`src/pbgp_pkg.sv`:
```
// shared types and constants of the paddle and button game port
package pbgp_pkg;

    localparam int CYCLE_BITS   = 48;
    localparam int NUM_BUTTONS  = 3;
    localparam int NUM_AXES     = 4;
    localparam int HOLD_W       = 16;
    localparam int POS_W        = 8;
    localparam int PROD_W       = 24;
    localparam int QUOT_W       = 17;
    localparam int CFG_IDX_W    = 1;
    localparam int CFG_DATA_W   = 16;

    localparam int IN_FIELD_BITS = 28 + CYCLE_BITS;
    localparam int IN_DATA_W     = ((IN_FIELD_BITS + 7) / 8) * 8;
    localparam int OFS_ADDR      = 0;
    localparam int OFS_CYCLE     = 8;
    localparam int OFS_BIDX      = OFS_CYCLE + CYCLE_BITS;
    localparam int OFS_DOWN      = OFS_BIDX + 2;
    localparam int OFS_STICK     = OFS_DOWN + 1;
    localparam int OFS_XPOS      = OFS_STICK + 1;
    localparam int OFS_YPOS      = OFS_XPOS + POS_W;
    localparam int OUT_DATA_W    = 8;

    localparam logic [7:0]        ADDR_BUTTON0 = 8'h61;
    localparam logic [7:0]        ADDR_BUTTON2 = 8'h63;
    localparam logic [5:0]        ADDR_PADDLE  = 6'b011001;
    localparam logic [3:0]        ADDR_TSTART  = 4'h7;
    localparam logic [POS_W-1:0]  AXIS_CENTER  = 8'd127;
    localparam logic [HOLD_W-1:0] LATCH_RESET  = 16'd5000;
    localparam logic [HOLD_W-1:0] SPAN_RESET   = 16'd2816;
    localparam logic [PROD_W:0]   SPAN_DIV     = 25'd255;
    localparam logic [PROD_W:0]   SPAN_DIV2    = 25'd510;

    localparam logic [CFG_IDX_W-1:0] CFG_LATCH_TICKS = 1'b0;
    localparam logic [CFG_IDX_W-1:0] CFG_PADDLE_SPAN = 1'b1;

    typedef enum logic [1:0] {
        KIND_READ     = 2'd0,
        KIND_TICK     = 2'd1,
        KIND_BUTTON   = 2'd2,
        KIND_POSITION = 2'd3
    } t_kind;

    typedef struct packed {
        t_kind                 kind;
        logic [7:0]            address;
        logic [CYCLE_BITS-1:0] cycle_now;
        logic [1:0]            button_index;
        logic                  pressed;
        logic                  stick;
        logic [POS_W-1:0]      x_pos;
        logic [POS_W-1:0]      y_pos;
    } t_item;

    typedef struct packed {
        logic                  paddle;
        logic                  value;
        logic                  driven;
        logic                  ts_ahead;
        logic [CYCLE_BITS-1:0] elapsed;
        logic [PROD_W-1:0]     delay_num;
    } t_mid;

endpackage

```
`src/pbgp_state.sv`:
```
// button latches, axis positions and timer start updated per request, config registers by config writes
module pbgp_state (
    input  logic                               i_clk,
    input  logic                               i_rst_n,
    input  logic                               i_cfg_we,
    input  logic [pbgp_pkg::CFG_IDX_W-1:0]     i_cfg_index,
    input  logic [pbgp_pkg::CFG_DATA_W-1:0]    i_cfg_data,
    input  pbgp_pkg::t_item                    i_item,
    input  logic                               i_fire,
    output logic                               o_has_result,
    output pbgp_pkg::t_mid                     o_mid
);

    logic [pbgp_pkg::HOLD_W-1:0]     r_latch_ticks;
    logic [pbgp_pkg::HOLD_W-1:0]     r_paddle_span;
    logic [pbgp_pkg::HOLD_W-1:0]     r_hold  [pbgp_pkg::NUM_BUTTONS];
    logic [pbgp_pkg::HOLD_W-1:0]     n_hold  [pbgp_pkg::NUM_BUTTONS];
    logic                            r_level [pbgp_pkg::NUM_BUTTONS];
    logic                            n_level [pbgp_pkg::NUM_BUTTONS];
    logic [pbgp_pkg::POS_W-1:0]      r_axis  [pbgp_pkg::NUM_AXES];
    logic [pbgp_pkg::POS_W-1:0]      n_axis  [pbgp_pkg::NUM_AXES];
    logic [pbgp_pkg::CYCLE_BITS-1:0] r_tstart;
    logic [pbgp_pkg::CYCLE_BITS-1:0] n_tstart;

    logic       is_button_addr;
    logic       is_paddle_addr;
    logic       is_tstart_addr;
    logic [1:0] read_button;
    logic [pbgp_pkg::POS_W-1:0]      sel_pos;
    logic [pbgp_pkg::CYCLE_BITS:0]   diff;

    assign is_button_addr = (i_item.address >= pbgp_pkg::ADDR_BUTTON0) &&
                            (i_item.address <= pbgp_pkg::ADDR_BUTTON2);
    assign is_paddle_addr = (i_item.address[7:2] == pbgp_pkg::ADDR_PADDLE);
    assign is_tstart_addr = (i_item.address[7:4] == pbgp_pkg::ADDR_TSTART);
    assign read_button    = 2'(i_item.address - pbgp_pkg::ADDR_BUTTON0);
    assign sel_pos        = r_axis[i_item.address[1:0]];
    assign diff           = {1'b0, i_item.cycle_now} - {1'b0, r_tstart};

    always_comb begin
        o_has_result       = 1'b0;
        o_mid.paddle       = 1'b0;
        o_mid.value        = 1'b0;
        o_mid.driven       = 1'b0;
        o_mid.ts_ahead     = diff[pbgp_pkg::CYCLE_BITS];
        o_mid.elapsed      = diff[pbgp_pkg::CYCLE_BITS-1:0];
        o_mid.delay_num    = pbgp_pkg::PROD_W'(sel_pos) * pbgp_pkg::PROD_W'(r_paddle_span);
        n_hold             = r_hold;
        n_level            = r_level;
        n_axis             = r_axis;
        n_tstart           = r_tstart;
        case (i_item.kind)
            pbgp_pkg::KIND_TICK: begin
                for (int i = 0; i < pbgp_pkg::NUM_BUTTONS; i++) begin
                    if (r_hold[i] != '0) begin
                        n_hold[i] = r_hold[i] - 1'b1;
                    end
                end
            end
            pbgp_pkg::KIND_BUTTON: begin
                if (i_item.button_index < 2'(pbgp_pkg::NUM_BUTTONS)) begin
                    if (i_item.pressed && !r_level[i_item.button_index]) begin
                        n_hold[i_item.button_index] = r_latch_ticks;
                    end
                    n_level[i_item.button_index] = i_item.pressed;
                end
            end
            pbgp_pkg::KIND_POSITION: begin
                n_axis[{i_item.stick, 1'b0}] = i_item.x_pos;
                n_axis[{i_item.stick, 1'b1}] = i_item.y_pos;
            end
            pbgp_pkg::KIND_READ: begin
                if (is_button_addr) begin
                    o_has_result        = 1'b1;
                    o_mid.value         = (r_hold[read_button] != '0) || r_level[read_button];
                    o_mid.driven        = 1'b1;
                    n_hold[read_button] = '0;
                end else if (is_paddle_addr) begin
                    o_has_result = 1'b1;
                    o_mid.paddle = 1'b1;
                    o_mid.driven = 1'b1;
                end else if (is_tstart_addr) begin
                    o_has_result = 1'b1;
                    n_tstart     = i_item.cycle_now;
                end
            end
            default: begin
            end
        endcase
    end

    always_ff @(posedge i_clk) begin
        if (!i_rst_n) begin
            r_latch_ticks <= pbgp_pkg::LATCH_RESET;
            r_paddle_span <= pbgp_pkg::SPAN_RESET;
            r_tstart      <= '0;
            for (int i = 0; i < pbgp_pkg::NUM_BUTTONS; i++) begin
                r_hold[i]  <= '0;
                r_level[i] <= 1'b0;
            end
            for (int i = 0; i < pbgp_pkg::NUM_AXES; i++) begin
                r_axis[i] <= pbgp_pkg::AXIS_CENTER;
            end
        end else begin
            if (i_cfg_we) begin
                case (i_cfg_index)
                    pbgp_pkg::CFG_LATCH_TICKS: r_latch_ticks <= i_cfg_data;
                    pbgp_pkg::CFG_PADDLE_SPAN: r_paddle_span <= i_cfg_data;
                    default: begin
                    end
                endcase
            end
            if (i_fire) begin
                r_hold   <= n_hold;
                r_level  <= n_level;
                r_axis   <= n_axis;
                r_tstart <= n_tstart;
            end
        end
    end

endmodule

```
`src/pbgp_timer_cmp.sv`:
```
// paddle timer check: delay = product / 255, then elapsed cycles against delay; other results pass their value through
module pbgp_timer_cmp (
    input  pbgp_pkg::t_mid i_mid,
    output logic           o_value,
    output logic           o_driven
);

    logic [pbgp_pkg::PROD_W+8:0]   scaled;
    logic [pbgp_pkg::QUOT_W-1:0]   q0;
    logic [pbgp_pkg::PROD_W:0]     q0_x255;
    logic [pbgp_pkg::PROD_W:0]     rem;
    logic [pbgp_pkg::QUOT_W-1:0]   quot;
    logic                          in_window;

    // x / 255 ~ x * 257 / 65536, then at most two corrections
    assign scaled  = {9'b0, i_mid.delay_num} + {1'b0, i_mid.delay_num, 8'b0};
    assign q0      = scaled[pbgp_pkg::PROD_W+8:16];
    assign q0_x255 = {q0, 8'b0} - {8'b0, q0};
    assign rem     = {1'b0, i_mid.delay_num} - q0_x255;

    always_comb begin
        if (rem >= pbgp_pkg::SPAN_DIV2) begin
            quot = q0 + 2'd2;
        end else if (rem >= pbgp_pkg::SPAN_DIV) begin
            quot = q0 + 1'b1;
        end else begin
            quot = q0;
        end
    end

    assign in_window = (i_mid.elapsed[pbgp_pkg::CYCLE_BITS-1:pbgp_pkg::PROD_W] == '0) &&
                       (i_mid.elapsed[pbgp_pkg::PROD_W-1:0] <= pbgp_pkg::PROD_W'(quot));

    assign o_value  = i_mid.paddle ? (i_mid.ts_ahead || in_window) : i_mid.value;
    assign o_driven = i_mid.driven;

endmodule

```
`src/paddle_button_game_port_unit.sv`:
```
// top level of the paddle and button game port
//
// one request per input beat: tuser carries the kind (bus read, tick, button
// event, position event), tdata the remaining fields. bus reads of a button,
// paddle or timer start address give one result beat; all other requests
// only update state. result tdata bit 0 is status bit seven, tuser bit 0 says
// whether that bit is driven or floating.
// a request is taken every cycle while s_axis_tready is high. a request passes
// the input register, then state update with the paddle product and
// elapsed-cycle subtract into the middle register, then divide by 255 and
// compare into the result register.
// when the receiver stalls, the result register holds and the middle and
// input registers fill behind it; s_axis_tready drops once all three are
// full and the input request gives a result, so up to three requests are held.
// reset clears all pipeline valids, button latches and levels and the timer
// start, centers all paddles and loads default hold ticks and paddle span.
// config writes are taken at any edge and must only come while idle.
module paddle_button_game_port_unit (
    input  logic                                i_clk,
    input  logic                                i_rst_n,
    input  logic                                i_cfg_we,
    input  logic [pbgp_pkg::CFG_IDX_W-1:0]      i_cfg_index,
    input  logic [pbgp_pkg::CFG_DATA_W-1:0]     i_cfg_data,
    input  logic                                s_axis_tvalid,
    output logic                                s_axis_tready,
    // address, cycle_now, button_index, pressed, stick, x_pos, y_pos, zero pad
    input  logic [pbgp_pkg::IN_DATA_W-1:0]      s_axis_tdata,
    // kind
    input  logic [1:0]                          s_axis_tuser,
    output logic                                m_axis_tvalid,
    input  logic                                m_axis_tready,
    // bit_value, zero pad
    output logic [pbgp_pkg::OUT_DATA_W-1:0]     m_axis_tdata,
    // bit_driven
    output logic                                m_axis_tuser
);

    pbgp_pkg::t_item in_item;
    pbgp_pkg::t_item r_in;
    logic            r_in_v;
    pbgp_pkg::t_mid  mid;
    pbgp_pkg::t_mid  r_mid;
    logic            r_mid_v;
    logic            r_out_v;
    logic            r_out_value;
    logic            r_out_driven;
    logic            has_result;
    logic            cmp_value;
    logic            cmp_driven;
    logic            fire_a;
    logic            fire_b;

    assign in_item.kind         = pbgp_pkg::t_kind'(s_axis_tuser);
    assign in_item.address      = s_axis_tdata[pbgp_pkg::OFS_ADDR +: 8];
    assign in_item.cycle_now    = s_axis_tdata[pbgp_pkg::OFS_CYCLE +: pbgp_pkg::CYCLE_BITS];
    assign in_item.button_index = s_axis_tdata[pbgp_pkg::OFS_BIDX +: 2];
    assign in_item.pressed      = s_axis_tdata[pbgp_pkg::OFS_DOWN];
    assign in_item.stick        = s_axis_tdata[pbgp_pkg::OFS_STICK];
    assign in_item.x_pos        = s_axis_tdata[pbgp_pkg::OFS_XPOS +: pbgp_pkg::POS_W];
    assign in_item.y_pos        = s_axis_tdata[pbgp_pkg::OFS_YPOS +: pbgp_pkg::POS_W];

    assign fire_b        = r_mid_v && (!r_out_v || m_axis_tready);
    assign fire_a        = r_in_v && (!has_result || !r_mid_v || fire_b);
    assign s_axis_tready = !r_in_v || fire_a;

    pbgp_state u_state (
        .i_clk        (i_clk),
        .i_rst_n      (i_rst_n),
        .i_cfg_we     (i_cfg_we),
        .i_cfg_index  (i_cfg_index),
        .i_cfg_data   (i_cfg_data),
        .i_item       (r_in),
        .i_fire       (fire_a),
        .o_has_result (has_result),
        .o_mid        (mid)
    );

    pbgp_timer_cmp u_timer_cmp (
        .i_mid    (r_mid),
        .o_value  (cmp_value),
        .o_driven (cmp_driven)
    );

    always_ff @(posedge i_clk) begin
        if (!i_rst_n) begin
            r_in_v  <= 1'b0;
            r_mid_v <= 1'b0;
            r_out_v <= 1'b0;
        end else begin
            if (s_axis_tvalid && s_axis_tready) begin
                r_in_v <= 1'b1;
            end else if (fire_a) begin
                r_in_v <= 1'b0;
            end
            if (fire_a && has_result) begin
                r_mid_v <= 1'b1;
            end else if (fire_b) begin
                r_mid_v <= 1'b0;
            end
            if (fire_b) begin
                r_out_v <= 1'b1;
            end else if (m_axis_tready) begin
                r_out_v <= 1'b0;
            end
        end
    end

    always_ff @(posedge i_clk) begin
        if (s_axis_tvalid && s_axis_tready) begin
            r_in <= in_item;
        end
        if (fire_a && has_result) begin
            r_mid <= mid;
        end
        if (fire_b) begin
            r_out_value  <= cmp_value;
            r_out_driven <= cmp_driven;
        end
    end

    assign m_axis_tvalid = r_out_v;
    assign m_axis_tdata  = {(pbgp_pkg::OUT_DATA_W - 1)'(0), r_out_value};
    assign m_axis_tuser  = r_out_driven;

endmodule

```
`config.mk`:
```
export PLATFORM = sky130hd
export DESIGN_NAME = paddle_button_game_port_unit
export DESIGN_NICKNAME = d
export VERILOG_FILES = /design/src/pbgp_pkg.sv /design/src/pbgp_state.sv /design/src/pbgp_timer_cmp.sv /design/src/paddle_button_game_port_unit.sv
export SDC_FILE = /design/constraint.sdc
export NUM_CORES = 1
export LEC_CHECK = 0
export BUFFER_PORTS_ARGS = -buffer_cell sky130_fd_sc_hd__buf_2
export CAP_MARGIN = 30
export CORE_UTILIZATION = 50
export CTS_BUF_LIST = sky130_fd_sc_hd__clkbuf_4
export DETAILED_ROUTE_END_ITERATION = 10
export GPL_ROUTABILITY_DRIVEN = 0
export PLACE_DENSITY_LB_ADDON = 0.3
export SYNTH_ARGS = -nofsm -noshare
export SYNTH_HDL_FRONTEND = slang
export SYNTH_HIERARCHICAL = 1
export SYNTH_SLANG_ARGS = --single-unit
```
`constraint.sdc`:
```
create_clock -name i_clk -period 7.15 [get_ports i_clk]
set_input_delay 2.145 -clock i_clk [delete_from_list [all_inputs] [get_ports i_clk]]
set_output_delay 2.145 -clock i_clk [all_outputs]
set_load 0.01 [all_outputs]
```
Word-level counts from Yosys, hierarchy flattened
Cells that the tools add are included.
- add/sub/neg operators: 10
- $mul: 1
- order comparisons: 15
- equal/unequal tests: 11
- muxes and demuxes: 48
- bitwise gates (word level): 11
- reductions and logical operators: 42
- operators with widths (kind ; count):
    2-to-1 mux 48 bit ; 3
    case mux 48 bit (3 select lines) ; 1
    2-to-1 mux 16 bit ; 7
    bitwise mux 32 bit ; 2
    demux 16 bit (select 2 bit) ; 2
    nonzero test 16 bit ; 4
    subtractor 48 x 48 -> 49 bit ; 1
    bitwise AND 48 bit ; 1
    bitwise mux 48 bit ; 1
    NOT 48 bit ; 1
    subtractor 16 x 1 -> 16 bit (second input constant) ; 3
    2-to-1 mux 17 bit ; 2
    adder 24 x 32 -> 33 bit ; 1
    binary-select mux 16 bit (select 2 bit) ; 1
    demux 8 bit (select 2 bit) ; 2
    2-to-1 mux 8 bit ; 4
    >= comparator 25 x 8 -> 1 bit (second input constant) ; 1
    >= comparator 25 x 9 -> 1 bit (second input constant) ; 1
    subtractor 24 x 25 -> 25 bit ; 1
    subtractor 25 x 17 -> 25 bit ; 1
    <= comparator 24 x 17 -> 1 bit ; 1
    logical NOT 24 bit ; 1
    multiplier 8 x 16 -> 24 bit ; 1
    2-to-1 mux 1 bit ; 18
    other kinds (30) ; 77
- flip-flop bits (word level): 322
- input port bits: 104
- output and inout bits: 11
- word-level logic and storage cells: 170

Longest topological paths before layout
- word-level depth: 12
- gate-level depth with buffers: 37
- depth with buffers taken out: 34

Cells and area by module
The synthesis kept the hierarchy.
- modules (own cells, without submodules) (module ; instances ; cells an instance ; area each (um^2) ; sequential area each (um^2)):
    pbgp_state ; 1 ; 1924 ; 14709.1 ; 3263.1
    paddle_button_game_port_unit ; 1 ; 182 ; 4893.4 ; 4744.6
    pbgp_timer_cmp ; 1 ; 532 ; 3817.4 ; 0.0

Worst setup path after synthesis
No wires, ideal clock.
- kind: flip-flop to flip-flop
- from: reg r_mid[16] (netlist name)
- to: reg r_out_value, data pin
- library setup time: 0.174 ns
- arrival time: 7.240 ns
- required time: 6.976 ns
- path slack: -0.264 ns
- stages on the path, launching flop included: 35
- path buffers: 2
- clock period less this slack: 7.414 ns
- path through: edfxtp_1 > ha_1 > o21a_1 > o211a_1 > a211oi_1 > o31ai_1 > a21boi_0 > nor2b_1 > and2_1 > ha_1 > fa_1 > ha_1 > buf_2 > and4_1 > and3_1 > a31oi_1 > and2_4 > o311a_1 > nor4_2 > nand4_1 > nor4_2 > buf_6 > o211ai_1 > o21ai_0 > ha_1 > nor2b_1 > o21a_1 > o21a_1 > o21a_1 > o21a_1 > o21a_1 > o21a_1 > o21ai_0 > a21oi_1 > a311oi_1
- longest elaborated chain between the ends: 10
- elaborated cells on any way between the ends: 13
- classes of those cells: add/sub (5); order compare (3); mux (3); reduce/logical (2)
- RTL lines (what ; RTL line ; RTL):
    start: declaration ; paddle_button_game_port_unit.sv:42 ; pbgp_pkg::t_mid r_mid;
    start signal: assignment ; paddle_button_game_port_unit.sv:113 ; r_mid <= mid;
    adder 24 x 32 -> 33 bit ; pbgp_timer_cmp.sv:16 ; assign scaled = {9'b0, i_mid.delay_num} + {1'b0, i_mid.delay_num, 8'b0};
    subtractor 25 x 17 -> 25 bit ; pbgp_timer_cmp.sv:18 ; assign q0_x255 = {q0, 8'b0} - {8'b0, q0};
    subtractor 24 x 25 -> 25 bit ; pbgp_timer_cmp.sv:19 ; assign rem = {1'b0, i_mid.delay_num} - q0_x255;
    >= comparator 25 x 8 -> 1 bit ; pbgp_timer_cmp.sv:24 ; end else if (rem >= pbgp_pkg::SPAN_DIV) begin
    2-to-1 mux 17 bit ; pbgp_timer_cmp.sv:24 ;
    2-to-1 mux 17 bit (*) ; pbgp_timer_cmp.sv:22 ; if (rem >= pbgp_pkg::SPAN_DIV2) begin
    <= comparator 24 x 17 -> 1 bit (*) ; pbgp_timer_cmp.sv:32 ; (i_mid.elapsed[pbgp_pkg::PROD_W-1:0] <= pbgp_pkg::PROD_W'(quot));
    logical AND 1 bit (*) ; pbgp_timer_cmp.sv:31 ; assign in_window = (i_mid.elapsed[pbgp_pkg::CYCLE_BITS-1:pbgp_pkg::PROD_W] == '0) &&
    logical OR 1 bit (*) ; pbgp_timer_cmp.sv:34 ; assign o_value = i_mid.paddle ? (i_mid.ts_ahead || in_window) : i_mid.value;
    2-to-1 mux 1 bit (*) ; pbgp_timer_cmp.sv:34 ;
    via cmp_value ; paddle_button_game_port_unit.sv:48 ; logic cmp_value;
    end signal: assignment ; paddle_button_game_port_unit.sv:116 ; r_out_value <= cmp_value;
    end: declaration ; paddle_button_game_port_unit.sv:45 ; logic r_out_value;
The timed path passes the listed nets; every way through them passes the cells marked *.
A chain may end at the register's enable or synchronous reset.

Worst setup path after layout
- from: reg r_mid[8] (netlist name)
- to: reg r_out_value, data pin
The elaborated chain is that of the path after synthesis.

==> run_results.csv <==
group,metric,value,unit
run_status,status,"finished with violations",
run_status,violations,"setup timing",
finish,utilization,60.0,%
finish,final-seq-area,8010,sq um
timing,final-hold-violation-count,0,
setup_path,reg2reg_slack,-300,ps
setup_path,endpoint_kind,"register",
synthesis,ys_warn_count,6,
timing,max_freq,134,MHz
clock_tree,clock_latency,780,ps
floorplanning,start_util,51.2,%
power,ir_drop,0.152,mV
setup_path,reg2reg_to,"r_out_value",
power,powerDensity,211,nW/um^2
timing,setup-tns-final,-303,ps
drt,vias,20100,
clock_tree,cts_buffers,88,
floorplanning,dieArea,47700,sq um
clock_tree,tritoncts,"yes",
drt,dr.first_iter.drc_count,1761,
setup_path,cp.required,7780,ps
drt,drt-total-wl,58800,um
clock_tree,hold_buffers,0,
setup_path,timing.critical_path.mode_cell,"o21a_1",
hold_path,holdPathStages,2,
synthesis,seq_area_frac_synth,34.2,%
hold_path,hp-class,"register to register",
finish,multi_input_comb_area,14600,sq um
timing,finalCritPeriodShare,104,%
drt,drt_pass1_iterations,8,
synthesis,synth_area_per_cell,8.88,sq um
global_routing,antenna_found_initial,2,
timing,slew_viol_final,0,
floorplanning,die_x,218,um
synthesis,synth_most_common_cell,"nand2_1",
finish,synthToLayoutAreaGrowth,17.3,%
global_routing,overflow,0,
placement,dp_slack,-567,ps
clock_tree,htree_levels,3,
placement,dp_cells,3375,
setup_path,startpoint_type,"register",
finish,fillers,3805,
clock_tree,cts_buffer_depth,3,
job,maxCapViolations,0,
synthesis,netlist.top_cell.by_area,"edfxtp_1",
setup_path,cp_data_arrival_time,8080,ps
timing,setup_viol,1,
clock_tree,cts.sinks,322,
finish,fin_cells,3575,
timing,whs,466,ps
floorplanning,die_h,218,um
floorplanning,rows,78,
timing,fin_ws,-303,ps
global_routing,grt_pass1_vias,19700,
synthesis,ys_seq_elements,322,
synthesis,netlist_area,23400,sq um
placement,hpwl,43000,um
finish,layout.nets,3272,
setup_path,r2r_cells,41,
timing,relSlewSlack,29.7,%
finish,drive_above_1_share,18.8,%
drt,wl_per_cell,16.5,um
drt,postRouteAntennaNets,0,
synthesis,yosys-top-cells-count,"nand2_1 (386), inv_1 (251), a21oi_1 (175)",
hold_path,worstHoldStart,"u_state/r_tstart[38]",
timing,layout_min_cycle_time,7450,ps
synthesis,synthTopCellsByArea,"edfxtp_1 (20%), dfxtp_1 (14%), ha_1 (9.1%), fa_1 (7.9%), nand2_1 (6.2%)",
power,p_leak,11.7,nW
global_routing,track_usage,24.6,%
floorplanning,num_io_pins,115,
setup_path,timing.rr.start,"r_mid[8]",
global_routing,grt_max_degree,96,
synthesis,synth_async_sr_flop_share,0,%
placement,port_buffers,103,
drt,post-route-drc-count,0,
synthesis,synth.distinct_cells,99,
setup_path,max_stage_delay,480,ps
setup_path,slowest_stage,"fa_1",
setup_path,cp-startpoint,"r_mid[8]",
setup_path,crit_type,"register to register",
synthesis,netlist_instances,2638,
timing,tightestPinTransition,1050,ps
hold_path,hold_end,"u_state/r_tstart[38]",
clock_tree,root_buffer,"clkbuf_4",
timing,rsz0062_at_grt,"yes",
drt,viasPerCell,5.64,
clock_tree,path_clk_slew,60,ps
setup_path,worstPathMaxFanout,8,
synthesis,synth-edff-count,156,
timing,skew,76.3,ps
global_routing,grt_pass1_wl,95700,um
synthesis,yosysTopAreaCellShare,20.0,%
floorplanning,core,45800,sq um
synthesis,synth_ff_type,"dfxtp_1",
## metal layers
metal | vias up | track usage, % | wire length, um
met5 | - | 0 | 0
met4 | 0 | 9.32 | 1720
met3 | 129 | 4.36 | 3290
met2 | 668 | 41.6 | 28200
met1 | 9580 | 31.2 | 25600
li1 | 9770 | - | -
## worst max-delay path by stage
stage	slack, ps	to	cells past startpoint
5_1_grt	-590	r_out_value	40
3_5_place_dp	-570	r_out_value	35
6_report	-300	r_out_value	41
2_1_floorplan	30	r_out_value	34
3_3_place_gp	-500	r_out_value	34
4_1_cts	-170	r_out_value	38
## layout by cell type (no fill, tap or decap), types with 24 or more instances in the layout
cell type	n
o21ai_0	83
ha_1	155
nor2_1	105
clkbuf_4	131
nand2_1	385
nor2b_1	27
buf_2	102
and2_1	127
nand4_1	32
a21o_1	45
nand3_1	75
edfxtp_1	156
fa_1	92
buf_4	172
xor2_1	24
inv_1	245
xnor2_1	75
a21oi_1	159
o21a_1	29
a21boi_0	90
dfxtp_1	166
nor3_1	51
## what timing repair did
action	in CTS	in global routing
pin swaps	44	63
setup buffers	27	11
resized for setup	65	61
endpoints found under the setup margin	1	1
## per-stage QoR
step | power (mW) | cell area, sq um
3_5_place_dp | 4.00 | 25400
4_1_cts | 5.79 | 27000
2_1_floorplan | 3.57 | 23400
6_report | 5.80 | 27500
5_1_grt | 6.18 | 27500
3_3_place_gp | 3.95 | 25300
## worst max-delay path: cells and delay by family, from the launching register on
kind | cells | cell delay (ps)
multiplexers | 1 | 180
adder cells (fa/ha/maj) | 5 | 1520
flip-flops | 1 | 420
XOR/XNOR | 1 | 150
AO/OA/AOI/OAI | 18 | 2950
AND/OR/NAND/NOR | 7 | 980
buffers and inverters | 9 | 1150
## flip-flops by register name, summed over array words and instances (netlist names)
name and cells:
r_in_v 1, r_in 78, u_state/r_hold 48, u_state/r_level 3, u_state/r_axis 32, u_state/r_latch_ticks 16
u_state/r_tstart 48, m_axis_tvalid 1, r_mid 76, r_mid_v 1, u_state/r_paddle_span 16, r_out_value 1
m_axis_tuser 1
## area by class of cell
| cell class | instances | area share [%] |
|---|---|---|
| Multi-Input combinational cell | 1950 | 53.0 |
| Sequential cell | 322 | 29.1 |
| Timing Repair Buffer | 290 | 7.30 |
| Clock buffer | 131 | 3.58 |
| Inverter | 252 | 3.44 |
| Tap cell | 600 | 2.73 |
| Clock inverter | 28 | 0.742 |
| Antenna cell | 2 | 0.0182 |
## report_power, final
part / total [mW] / leakage (nW) / internal (mW) / switching (mW)
clock network: 1.71 / 0.703 / 0.949 / 0.764
registers: 2.16 / 2.81 / 2.08 / 0.0808
logic: 1.93 / 8.16 / 0.857 / 1.07
total: 5.80 / 11.7 / 3.88 / 1.91
## kinds of logic (layout without fill, tap and decap cells)
| logic type | count (synthesis) | after routing | share of synthesized area (%) |
|---|---|---|---|
| compound gates | 619 | 619 | 17.7 |
| fa+ha+maj | 264 | 264 | 17.1 |
| simple gates | 932 | 932 | 19.4 |
| other cells | 1 | 9 | 0.0160 |
| flops | 322 | 322 | 34.2 |
| xor+xnor | 102 | 102 | 3.81 |
| buf+inv | 372 | 701 | 6.20 |
| mux | 26 | 26 | 1.58 |
(Power assumes the default switching activity.)
